[src/rtl/lpht_pkg.sv]
// Shared types and constants for the linear probing hash table.
package lpht_pkg;

  localparam int unsigned KEY_W     = 31;
  localparam int unsigned VAL_W     = 32;
  localparam int unsigned SIZE_W    = 11;
  localparam int unsigned SLOT_W    = 10;
  localparam int unsigned SLOTS_DEF = 1024;
  localparam int unsigned KEY_CNT_W = $clog2(KEY_W);
  localparam int unsigned PADDR_W   = 3;
  localparam int unsigned PDATA_W   = 32;

  localparam logic [SIZE_W-1:0] TABLE_SIZE_RST = SIZE_W'(1024);

  // register index as seen in paddr[2]
  localparam logic REG_TABLE_SIZE = 1'b0;

  typedef enum logic {
    MODE_INSERT = 1'b0,
    MODE_SEARCH = 1'b1
  } mode_e;

  typedef enum logic [1:0] {
    ST_INSERTED = 2'd0,
    ST_FULL     = 2'd1,
    ST_FOUND    = 2'd2,
    ST_MISS     = 2'd3
  } status_e;

  typedef enum logic [2:0] {
    S_IDLE,
    S_HASH,
    S_READ,
    S_CHECK,
    S_RESP
  } state_e;

  typedef struct packed {
    mode_e                   mode;
    logic [KEY_W-1:0]        key;
    logic signed [VAL_W-1:0] value;
  } in_req_t;

  typedef struct packed {
    status_e           status;
    logic [SLOT_W-1:0] slot;
  } out_rsp_t;

  typedef struct packed {
    logic             used;
    logic [KEY_W-1:0] key;
  } tag_t;

endpackage

[src/rtl/lpht_mod.sv]
// Bit-serial restoring remainder unit: key modulo the active table size.
module lpht_mod #(
  parameter int unsigned SLOTS = lpht_pkg::SLOTS_DEF
) (
  input  logic                       clk_i,
  input  logic                       rst_ni,
  input  logic                       start_i,
  input  logic [lpht_pkg::KEY_W-1:0] key_i,
  input  logic [$clog2(SLOTS+1)-1:0] size_i,
  output logic                       done_o,
  output logic [$clog2(SLOTS)-1:0]   rem_o
);

  localparam int unsigned NW = $clog2(SLOTS + 1);
  localparam int unsigned IW = $clog2(SLOTS);
  localparam logic [lpht_pkg::KEY_CNT_W-1:0] LAST_BIT =
    lpht_pkg::KEY_CNT_W'(lpht_pkg::KEY_W - 1);

  logic                                busy_q, busy_d;
  logic                                done_q, done_d;
  logic [lpht_pkg::KEY_CNT_W-1:0]      cnt_q, cnt_d;
  logic [lpht_pkg::KEY_W-1:0]          key_q, key_d;
  logic [NW-1:0]                       rem_q, rem_d;
  logic [NW:0]                         trial;
  logic [NW:0]                         diff;

  assign trial = {rem_q, key_q[lpht_pkg::KEY_W-1]};
  assign diff  = trial - {1'b0, size_i};

  always_comb begin
    busy_d = busy_q;
    done_d = 1'b0;
    cnt_d  = cnt_q;
    key_d  = key_q;
    rem_d  = rem_q;
    if (start_i) begin
      busy_d = 1'b1;
      cnt_d  = '0;
      key_d  = key_i;
      rem_d  = '0;
    end else if (busy_q) begin
      rem_d = (trial >= {1'b0, size_i}) ? diff[NW-1:0] : trial[NW-1:0];
      key_d = {key_q[lpht_pkg::KEY_W-2:0], 1'b0};
      cnt_d = cnt_q + lpht_pkg::KEY_CNT_W'(1);
      if (cnt_q == LAST_BIT) begin
        busy_d = 1'b0;
        done_d = 1'b1;
      end
    end
  end

  always_ff @(posedge clk_i or negedge rst_ni) begin
    if (!rst_ni) begin
      busy_q <= 1'b0;
      done_q <= 1'b0;
      cnt_q  <= '0;
    end else begin
      busy_q <= busy_d;
      done_q <= done_d;
      cnt_q  <= cnt_d;
    end
  end

  always_ff @(posedge clk_i) begin
    key_q <= key_d;
    rem_q <= rem_d;
  end

  assign done_o = done_q;
  assign rem_o  = rem_q[IW-1:0];

endmodule

[config.mk]
export PLATFORM = sky130hd
export DESIGN_NAME = lpht_mod
export DESIGN_NICKNAME = d
export VERILOG_FILES = /design/src/rtl/lpht_pkg.sv /design/src/rtl/lpht_mod.sv
export SDC_FILE = /design/constraint.sdc
export NUM_CORES = 1
export LEC_CHECK = 0
export BUFFER_PORTS_ARGS = -buffer_cell sky130_fd_sc_hd__buf_4
export CORE_ASPECT_RATIO = 1.2
export CORE_UTILIZATION = 55
export DETAILED_ROUTE_END_ITERATION = 10
export HOLD_SLACK_MARGIN = 0.15
export PLACE_DENSITY_LB_ADDON = 0.25
export SYNTH_ARGS = -nofsm -noshare
export SYNTH_HDL_FRONTEND = slang
export SYNTH_SLANG_ARGS = --single-unit
[constraint.sdc]
create_clock -name clk_i -period 2.66 [get_ports clk_i]
set_input_delay 0.133 -clock clk_i [delete_from_list [all_inputs] [get_ports clk_i]]
set_output_delay 0.133 -clock clk_i [all_outputs]
set_load 0.005 [all_outputs]
# --- Word level (Yosys, flattened, before mapping) ---
# Index checks and enable logic that the tools add are counted.
word_totals:
  reg_bits: 49
  inputBits: 45
  output_inout_bits: 11
  wordCells: 21
op_classes:
  addsub: 2
  magnitude_cmp: 1
  n_eq_ne: 1
  muxes: 11
  n_reduce_logical: 1
ops:
  columns: ["cell", "n"]
  rows:
  - ["31-bit 2-to-1 mux", 2]
  - ["12-bit by 11-bit >= comparator with 1-bit output", 1]
  - ["11-bit 2-to-1 mux", 1]
  - ["11-bit subtractor", 1]
  - ["5-bit 2-to-1 mux", 2]
  - ["1-bit 2-to-1 mux", 6]
  - ["5-bit by 1-bit adder with 5-bit output (second input constant)", 1]
  - ["5-bit equality test (second input constant)", 1]
  - ["2-bit nonzero test", 1]

# --- Longest topological paths before layout ---
# Gate-level depths: netlist of run 1.
depth:
  depth_word: 4
  ltp_mapped: 10
  depth_no_buf: 9

# --- Least setup slack after synthesis of run 1 ---
# OpenSTA, ideal clock, no wires.
synth_path:
  path_type: "flip-flop to flip-flop"
  start: "register key_q[30] (netlist name)"
  end: "register rem_q[0]"
  setup_time_ns: 0.079
  arrival_time_ns: 2.084
  required_ns: 2.581
  slack_ns: 0.497
  stages_incl_launch_ff: 10
  path_buffers: 0
  synth_period_minus_slack_ns: 2.163
  cell_sequence: "edfxtp_1 > inv_1 > ha_1 > fa_1 > nand2b_1 > a21oi_1 > o2111ai_1 > and3_1 > mux2_4 > a211oi_2"
synth_via:
  elab_chain_cells: 2
  elab_cells_between_ends: 3
  cone_classes: "1 x add/sub; 1 x order compare; 1 x mux"
synth_rtl:
  columns: ["element", "line_no", "rtl"]
  rows:
  - ["start: declaration", "lpht_mod.sv:22", "logic [lpht_pkg::KEY_W-1:0] key_q, key_d;"]
  - ["start signal: assignment", "lpht_mod.sv:65", "key_q <= key_d;"]
  - ["11-bit subtractor or 12-bit by 11-bit >= comparator with 1-bit output (tied branches)", "lpht_mod.sv:28, lpht_mod.sv:42", null]
  - ["11-bit 2-to-1 mux *", "lpht_mod.sv:42", "rem_d = (trial >= {1'b0, size_i}) ? diff[NW-1:0] : trial[NW-1:0];"]
  - ["end signal: assignment", "lpht_mod.sv:66", "rem_q <= rem_d;"]
  - ["end: declaration", "lpht_mod.sv:23", "logic [NW-1:0] rem_q, rem_d;"]
# Mark *: on every way between the ends. The rest lies on a longest branch, timed or not.
# A chain may end at the register's enable or synchronous reset.

# --- Worst setup path after layout of run 1 ---
# Same ends and word-level chain as after synthesis.

==> flow_summary.json, run 1 <==
{
  "io_buffers": 55,
  "crit_type": "flop to flop",
  "drtIter0Drc": 118,
  "synth_commonest_cells": "31 x edfxtp_1, 30 x mux2_2, 24 x nor2_1",
  "grt_overflow_total": 0,
  "yosys_warnings": 0,
  "power_density_mw_per_mm2": 711,
  "grt_pass1_vias": 2041,
  "yosysUniqueCellTypes": 50,
  "final_max_slew_viol_count": 0,
  "worstPathArrival_ns": 2.58,
  "cts_root_buffer": "clkbuf_8",
  "grt_setup_unrepaired": "no",
  "worstSkewPairLatency_ns": 0.30,
  "drc": 0,
  "max-clock-path-buffers": 2,
  "totalWireLength_mm": 5.59,
  "antenna_cells": 0,
  "finalCritPeriodShare_pct": 88.6,
  "layout.nets": 387,
  "drv_cap": 0,
  "ir_worst_vdd_mv": 0.383,
  "stdcell_count": 389,
  "syn-instance-count": 248,
  "outcome": "completed",
  "ys_seq_area_share_pct": 47.7,
  "max_slew_margin_pct": 77.0,
  "gp_congestion": 0.860,
  "num_rows": 28,
  "cp_max_fo": 3,
  "setup_viol": 0,
  "synth_top_flop_cell": "edfxtp_1",
  "yosys.cell_count.top_type": "edfxtp_1",
  "cpMaxStageDelayCell": "fa_1",
  "dp.final_hpwl_mm": 3.54,
  "cp-start-kind": "flop",
  "synth-compound-area-share_pct": 9.00,
  "syn_area_per_cell_um2": 11.2,
  "fin_tns_setup_ns": 0,
  "critPathMaxStageDelay_ns": 0.41,
  "vias_per_cell": 5.36,
  "start_util_pct": 56.7,
  "hold_path.class": "input port to asynchronous set/reset pin",
  "synthArstFlopShare_pct": 14.3,
  "fin_util_pct": 73.2,
  "syn_area_mm2": 0.00278,
  "synth_mux_area_share_pct": 14.5,
  "h-tree-depth": 2,
  "synth_top_family_by_area": "multiplexers",
  "cts_tree": "built",
  "path_clk_slew_ns": 0.09,
  "path_delay_family": "adder cells",
  "postCtsSetupBuffers": 0,
  "synth_edf_count": 31,
  "dieArea_mm2": 0.00534,
  "final.setup_skew_ns": 0.00887,
  "synth_area_leaders": "edfxtp_1 33%, mux2_2 12%, dfxtp_1 7.9%",
  "ys_ff_latch": 49,
  "track_usage_pct": 22.7,
  "dp.cells": 349,
  "worst_slew_pin_slew_ns": 0.341,
  "clock-sinks": 49,
  "core_area_mm2": 0.00490,
  "p_leak_nw": 1.59,
  "io_pins": 56,
  "area_growth_pct": 29.1,
  "yosys.area_share.simple_pct": 11.6,
  "end_kind": "flop",
  "ant_nets": 0,
  "dpl-instance-area_mm2": 0.00319,
  "die-width_um": 66.9,
  "synth_top_area_share_pct": 33.5,
  "synth_fa_ha_area_share_pct": 6.57,
  "min_period_ns": 2.36,
  "die_h_um": 79.9,
  "first_pass_iters": 4,
  "fin_area_mm2": 0.00359,
  "synth_largest_area_cell": "edfxtp_1",
  "syn_nets": 307,
  "critPathBufInv": 1,
  "numCtsBuffers": 5,
  "num_vias": 2086,
  "fmax_mhz": 425,
  "timing_hold_violations_final": 0,
  "crit_path_cell_trace": "inv_1 > ha_1 > fa_1 > nand2b_1 > a21oi_1 > o2111ai_1 > and3_1 > mux2_4 > a211oi_2",
  "antenna_found_initial": 0,
  "grt_pass1_wl_mm": 9.02,
  "wl_per_cell_um": 14.4,
  "cp_data_required_time_ns": 2.88,
  "grt_max_degree": 32,
  "synthXorXnorAreaFrac_pct": 3.15,
  "drive_above_1_share_pct": 31.3
}
## worst reg2reg max path: cells and delay by family (launching register included)
kind                       cells  cell delay, ns
adders and majority gates      2            0.61
AOI/OAI and AO/OA              3            0.56
and+or+nand+nor                2            0.41
DFF                            1            0.34
muxes                          1            0.31
buffers and inverters          1            0.06
## what timing repair did
item,in CTS,in global routing
hold endpoints to repair,37,1
resized for setup,0,0
hold buffers,31,1
## routing by layer
| metal | vias up | track usage [%] | part of all wire [%] |
|---|---|---|---|
| li1 | 1049 | - | - |
| met1 | 992 | 26.4 | 42 |
| met2 | 39 | 40.2 | 53 |
| met3 | 6 | 5.14 | 3.6 |
| met4 | 0 | 7.66 | 1.5 |
| met5 | - | 0 | 0 |
## through the flow
| stage | setup WS (ns) | hold WS [ns] | power, W |
|---|---|---|---|
| detailed placement | 0.354 | -0.0493 | 0.00210 |
| CTS | 0.336 | 0.151 | 0.00257 |
| finish | 0.304 | 0.171 | 0.00255 |
| floorplan | 0.497 | -0.163 | 0.00187 |
| global route | 0.203 | 0.183 | 0.00273 |
| global placement | 0.427 | -0.0516 | 0.00209 |
## path summary, 6_finish.rpt
kind | start | endpoint | slack, ns | depth (start not counted)
min in group clk_i | start_i | cnt_q[1]$_DFFE_PN0P_ | 0.23 | 2
min reg2reg | rem_q[10]$_SDFFE_PP0P_ | rem_q[10]$_SDFFE_PP0P_ | 0.49 | 2
max in group asynchronous | rst_ni | cnt_q[1]$_DFFE_PN0P_ | 2.37 | 2
max reg2reg | key_q[30]$_DFFE_PP_ | rem_q[0]$_SDFFE_PP0P_ | 0.30 | 9
max | key_q[30]$_DFFE_PP_ | rem_q[0]$_SDFFE_PP0P_ | 0.30 | 9
min | rst_ni | cnt_q[2]$_DFFE_PN0P_ | 0.17 | 2
## cell usage in the layout (no fill, tap or decap), types with 3 or more instances in the layout
cell type,synthesis,final
a211oi_1,6,6
ha_1,13,13
nand4_1,6,6
nor3_1,4,4
dlygate4sd3_1,0,32
mux2_2,30,30
edfxtp_1,31,31
nand2_1,14,14
and3_1,4,4
a21oi_1,8,8
inv_1,15,15
xor2_1,5,5
o21ai_0,3,3
dfrtp_1,7,7
dfxtp_1,11,11
xnor2_1,5,5
clkbuf_8,0,5
buf_4,11,61
nand3_1,5,5
mux2i_1,5,5
nor2_1,24,24
## state kept, by name, summed over array words and instances (netlist names)
register  count
rem_q        11
done_o        1
cnt_q         5
key_q        31
busy_q        1
## power by group
part           switching (W)  total, W  internal [W]
logic               0.000508   0.00110      0.000589
registers          0.0000916   0.00103      0.000939
clock network       0.000238  0.000425      0.000187
## kinds of logic after synthesis
kind of cell / after synthesis
compound gates: 35
flops: 49
buf+inv: 37
fa+ha+maj: 14
mux: 36
simple gates: 67
xor+xnor: 10
## area by class of cell
type | instances | area, um^2
Clock inverter | 1 | 7.51
Fill cell | 351 | 1320
Clock buffer | 7 | 76.3
Timing Repair Buffer | 94 | 798
Sequential cell | 49 | 1330
Tap cell | 60 | 75.1
Multi-Input combinational cell | 162 | 1250
Inverter | 16 | 60.1
Power figures use the tool's default switching activity.
==> inputs of run 2 (changes only) <==
--- a/config.mk
+++ b/config.mk
@@ -5,6 +5,7 @@
 export SDC_FILE = /design/constraint.sdc
 export NUM_CORES = 1
 export LEC_CHECK = 0
+export ABC_AREA = 1
 export BUFFER_PORTS_ARGS = -buffer_cell sky130_fd_sc_hd__buf_4
 export CORE_ASPECT_RATIO = 1.2
 export CORE_UTILIZATION = 55
==> run 2 against run 1 <==
  * Cell area increased by 4.4%
  * Non-clock buffer count fell by 4
  * Global-route usage up 2.1 points
  * Area after synthesis grew 7.0%
  * Fmax increased by 10%
==> flow_summary.json, run 2 <==
{
  "dp.final_hpwl_mm": 4.52,
  "globalRouteMet1Util_pct": 28.6,
  "wl_per_cell_um": 12.6,
  "numCtsBuffers": 5,
  "path_delay_family": "simple AND/OR/NAND/NOR gates",
  "setup_viol": 0,
  "io_pins": 56,
  "syn_area_mm2": 0.00298,
  "vias_per_cell": 5.01,
  "syn_nets": 451,
  "drive_above_1_share_pct": 17.5,
  "worst_slew_pin_slew_ns": 0.884,
  "nFillCells": 408,
  "die-width_um": 69.1,
  "ys_ff_latch": 49,
  "yosys.cell_count.top_type": "nand2_1",
  "final.setup_skew_ns": 0.00504,
  "fmax_mhz": 468,
  "totalWireLength_mm": 6.68,
  "cp-endpoint": "rem_q[3]$_SDFFE_PP0P_",
  "regMostFlops": "key_q",
  "h-tree-depth": 2,
  "use_met2_pct": 49.6,
  "num_vias": 2644,
  "layout_commonest_cell": "nand2_1",
  "synth_top_area_share_pct": 31.3,
  "grt_use_met3_pct": 3.03,
  "regArea_mm2": 0.00133,
  "start_util_pct": 58.6,
  "antenna_cells": 0,
  "cpMaxStageDelayCell": "fa_1",
  "antenna_found_initial": 0,
  "postCtsSetupBuffers": 0,
  "finalCritPeriodShare_pct": 80.3,
  "critPathBufInv": 2,
  "clock-sinks": 49,
  "crit_start": "key_q[30]$_DFFE_PP_",
  "fin_tns_setup_ns": 0,
  "grt_pass1_vias": 2582,
  "cp_data_required_time_ns": 2.85,
  "largest_register_ff_count": 31,
  "r2r_setup_slack_ns": 0.53,
  "drc": 0,
  "power_density_mw_per_mm2": 732,
  "track_usage_pct": 24.8,
  "drv_cap": 0,
  "num_rows": 28,
  "synth_edf_count": 31,
  "synth_commonest_cells": "165 x nand2_1, 57 x inv_1, 31 x edfxtp_1",
  "r2r_start": "key_q[30]$_DFFE_PP_",
  "timing_hold_violations_final": 0,
  "grt_setup_unrepaired": "no",
  "syn_area_per_cell_um2": 7.59,
  "busiest_layer": "met2",
  "synthArstFlopShare_pct": 14.3,
  "cp-start-kind": "flop",
  "core_area_mm2": 0.00508,
  "cp_num_cells": 11,
  "min_period_ns": 2.13,
  "cp_max_fo": 12,
  "worstPathArrival_ns": 2.32,
  "hold_path.class": "input port to asynchronous set/reset pin",
  "mostFrequentLayoutCells": "165 x nand2_1, 58 x buf_4, 57 x inv_1",
  "dieArea_mm2": 0.00571,
  "outcome": "completed",
  "cts_tree": "built",
  "grt_overflow_total": 0,
  "multi_input_area_mm2": 0.00128,
  "crit_type": "flop to flop",
  "reg2reg_to": "rem_q[3]$_SDFFE_PP0P_",
  "synth_largest_area_cell": "edfxtp_1",
  "path_clk_slew_ns": 0.09,
  "max-clock-path-buffers": 2,
  "die_h_um": 82.6,
  "syn-instance-count": 392,
  "ant_nets": 0,
  "p_leak_nw": 2.01,
  "critPathMaxStageDelay_ns": 0.41,
  "ys_seq_area_share_pct": 44.6,
  "ir_worst_vdd_mv": 0.475,
  "gp_congestion": 0.830,
  "area_growth_pct": 25.9,
  "end_kind": "flop",
  "synth_area_leaders": "edfxtp_1 31%, nand2_1 21%, dfxtp_1 7.4%",
  "io_buffers": 55,
  "yosysUniqueCellTypes": 28,
  "top_regs": "key_q x31, rem_q x11, cnt_q x5",
  "holdWs_ns": 0.170,
  "yosys_warnings": 0,
  "max_slew_margin_pct": 41.0,
  "cp_common_cell": "nand3_1",
  "worstRegToRegCells": 11,
  "worstSkewPairLatency_ns": 0.30,
  "grt_pass1_wl_mm": 11.3,
  "synth_top_flop_cell": "edfxtp_1",
  "grt_max_degree": 38,
  "final_max_slew_viol_count": 0,
  "first_pass_iters": 4,
  "drtIter0Drc": 134,
  "layout.nets": 526,
  "crit_path_cell_trace": "inv_1 > ha_1 > fa_1 > inv_1 > nand3_1 > nand3_1 > nand2_2 > nand3_2 > nand2_1 > nand3_1 > o21ai_1",
  "cts_root_buffer": "clkbuf_8"
}
## run 2: changes by cell type in the layout (fill, tap and decap cells not counted), sizes merged, moves of 5 or more
| cell | change |
|---|---|
| inv | +45 |
| a211oi | -7 |
| mux2i | -5 |
| mux2 | -31 |
| nand4 | +9 |
| nor2 | -14 |
| nand2 | +156 |
| nand3 | +24 |
## run 2: layout make-up
class	count	area share, %
well taps	60	2.00
clock buffers	6	1.94
repair buffers	90	20.2
flip-flops and latches	49	35.4
inverters	60	6.01
multi-input cells	261	34.2
clock inverters	2	0.267
## run 2: worst min path at each step
stage / startpoint / end / cells after the start / slack [ns]
after floorplan: rst_ni / busy_q$_DFF_PN0_ / 0 / -0.16
after CTS: rst_ni / done_o$_DFF_PN0_ / 2 / 0.17
final: rst_ni / busy_q$_DFF_PN0_ / 2 / 0.17
after detailed placement: rst_ni / busy_q$_DFF_PN0_ / 1 / -0.05
after global placement: rst_ni / busy_q$_DFF_PN0_ / 1 / -0.05
after global routing: rst_ni / cnt_q[0]$_DFFE_PN0P_ / 2 / 0.18
## run 2: through the flow
stage               utilization [%]  worst slack (ns)  power, W  cell area (um^2)  std cells
floorplan                         -             0.900   0.00204              2980        392
global placement               65.8             0.666   0.00225              3340        488
detailed placement             65.8             0.575   0.00228              3340        488
CTS                            73.7             0.552   0.00274              3750        528
global route                   73.7             0.381   0.00296              3750        528
finish                         73.7             0.525   0.00274              3750        528
## run 2: power by group
part | total [W] | leakage, nW | switching, W | internal [W]
Clock | 0.000434 | 0.0450 | 0.000251 | 0.000183
Sequential | 0.00103 | 0.523 | 0.0000923 | 0.000934
Combinational | 0.00128 | 1.45 | 0.000726 | 0.000557
## run 2: cells by family after synthesis
kind of cell | count (synthesis) | share of synthesized area, %
flops | 49 | 44.6
buf+inv | 82 | 12.4
fa+ha+maj | 14 | 6.14
simple gates | 227 | 33.0
xor+xnor | 3 | 0.883
compound gates | 17 | 3.07
## run 2: metal layers
metal	routed length [um]	part of all wire, %	vias to the layer above
met5	0	0	-
met4	37	0.55	0
met3	154	2.3	5
met2	3660	55	46
met1	2820	42	1220
li1	-	-	1373
## run 2: timing repair
| item | in CTS | in global routing |
|---|---|---|
| hold buffers | 32 | 0 |
| gates resized for setup | 0 | 0 |
| hold endpoints to repair | 38 | 0 |
## run 2: worst reg2reg max path: stages, from the launching register on
cell and delay [ns]:
edfxtp_1 0.33, inv_1 0.05, ha_1 0.20, fa_1 0.41, inv_1 0.11, nand3_1 0.11
nand3_1 0.12, nand2_2 0.16, nand3_2 0.30, nand2_1 0.10, nand3_1 0.08, o21ai_1 0.07
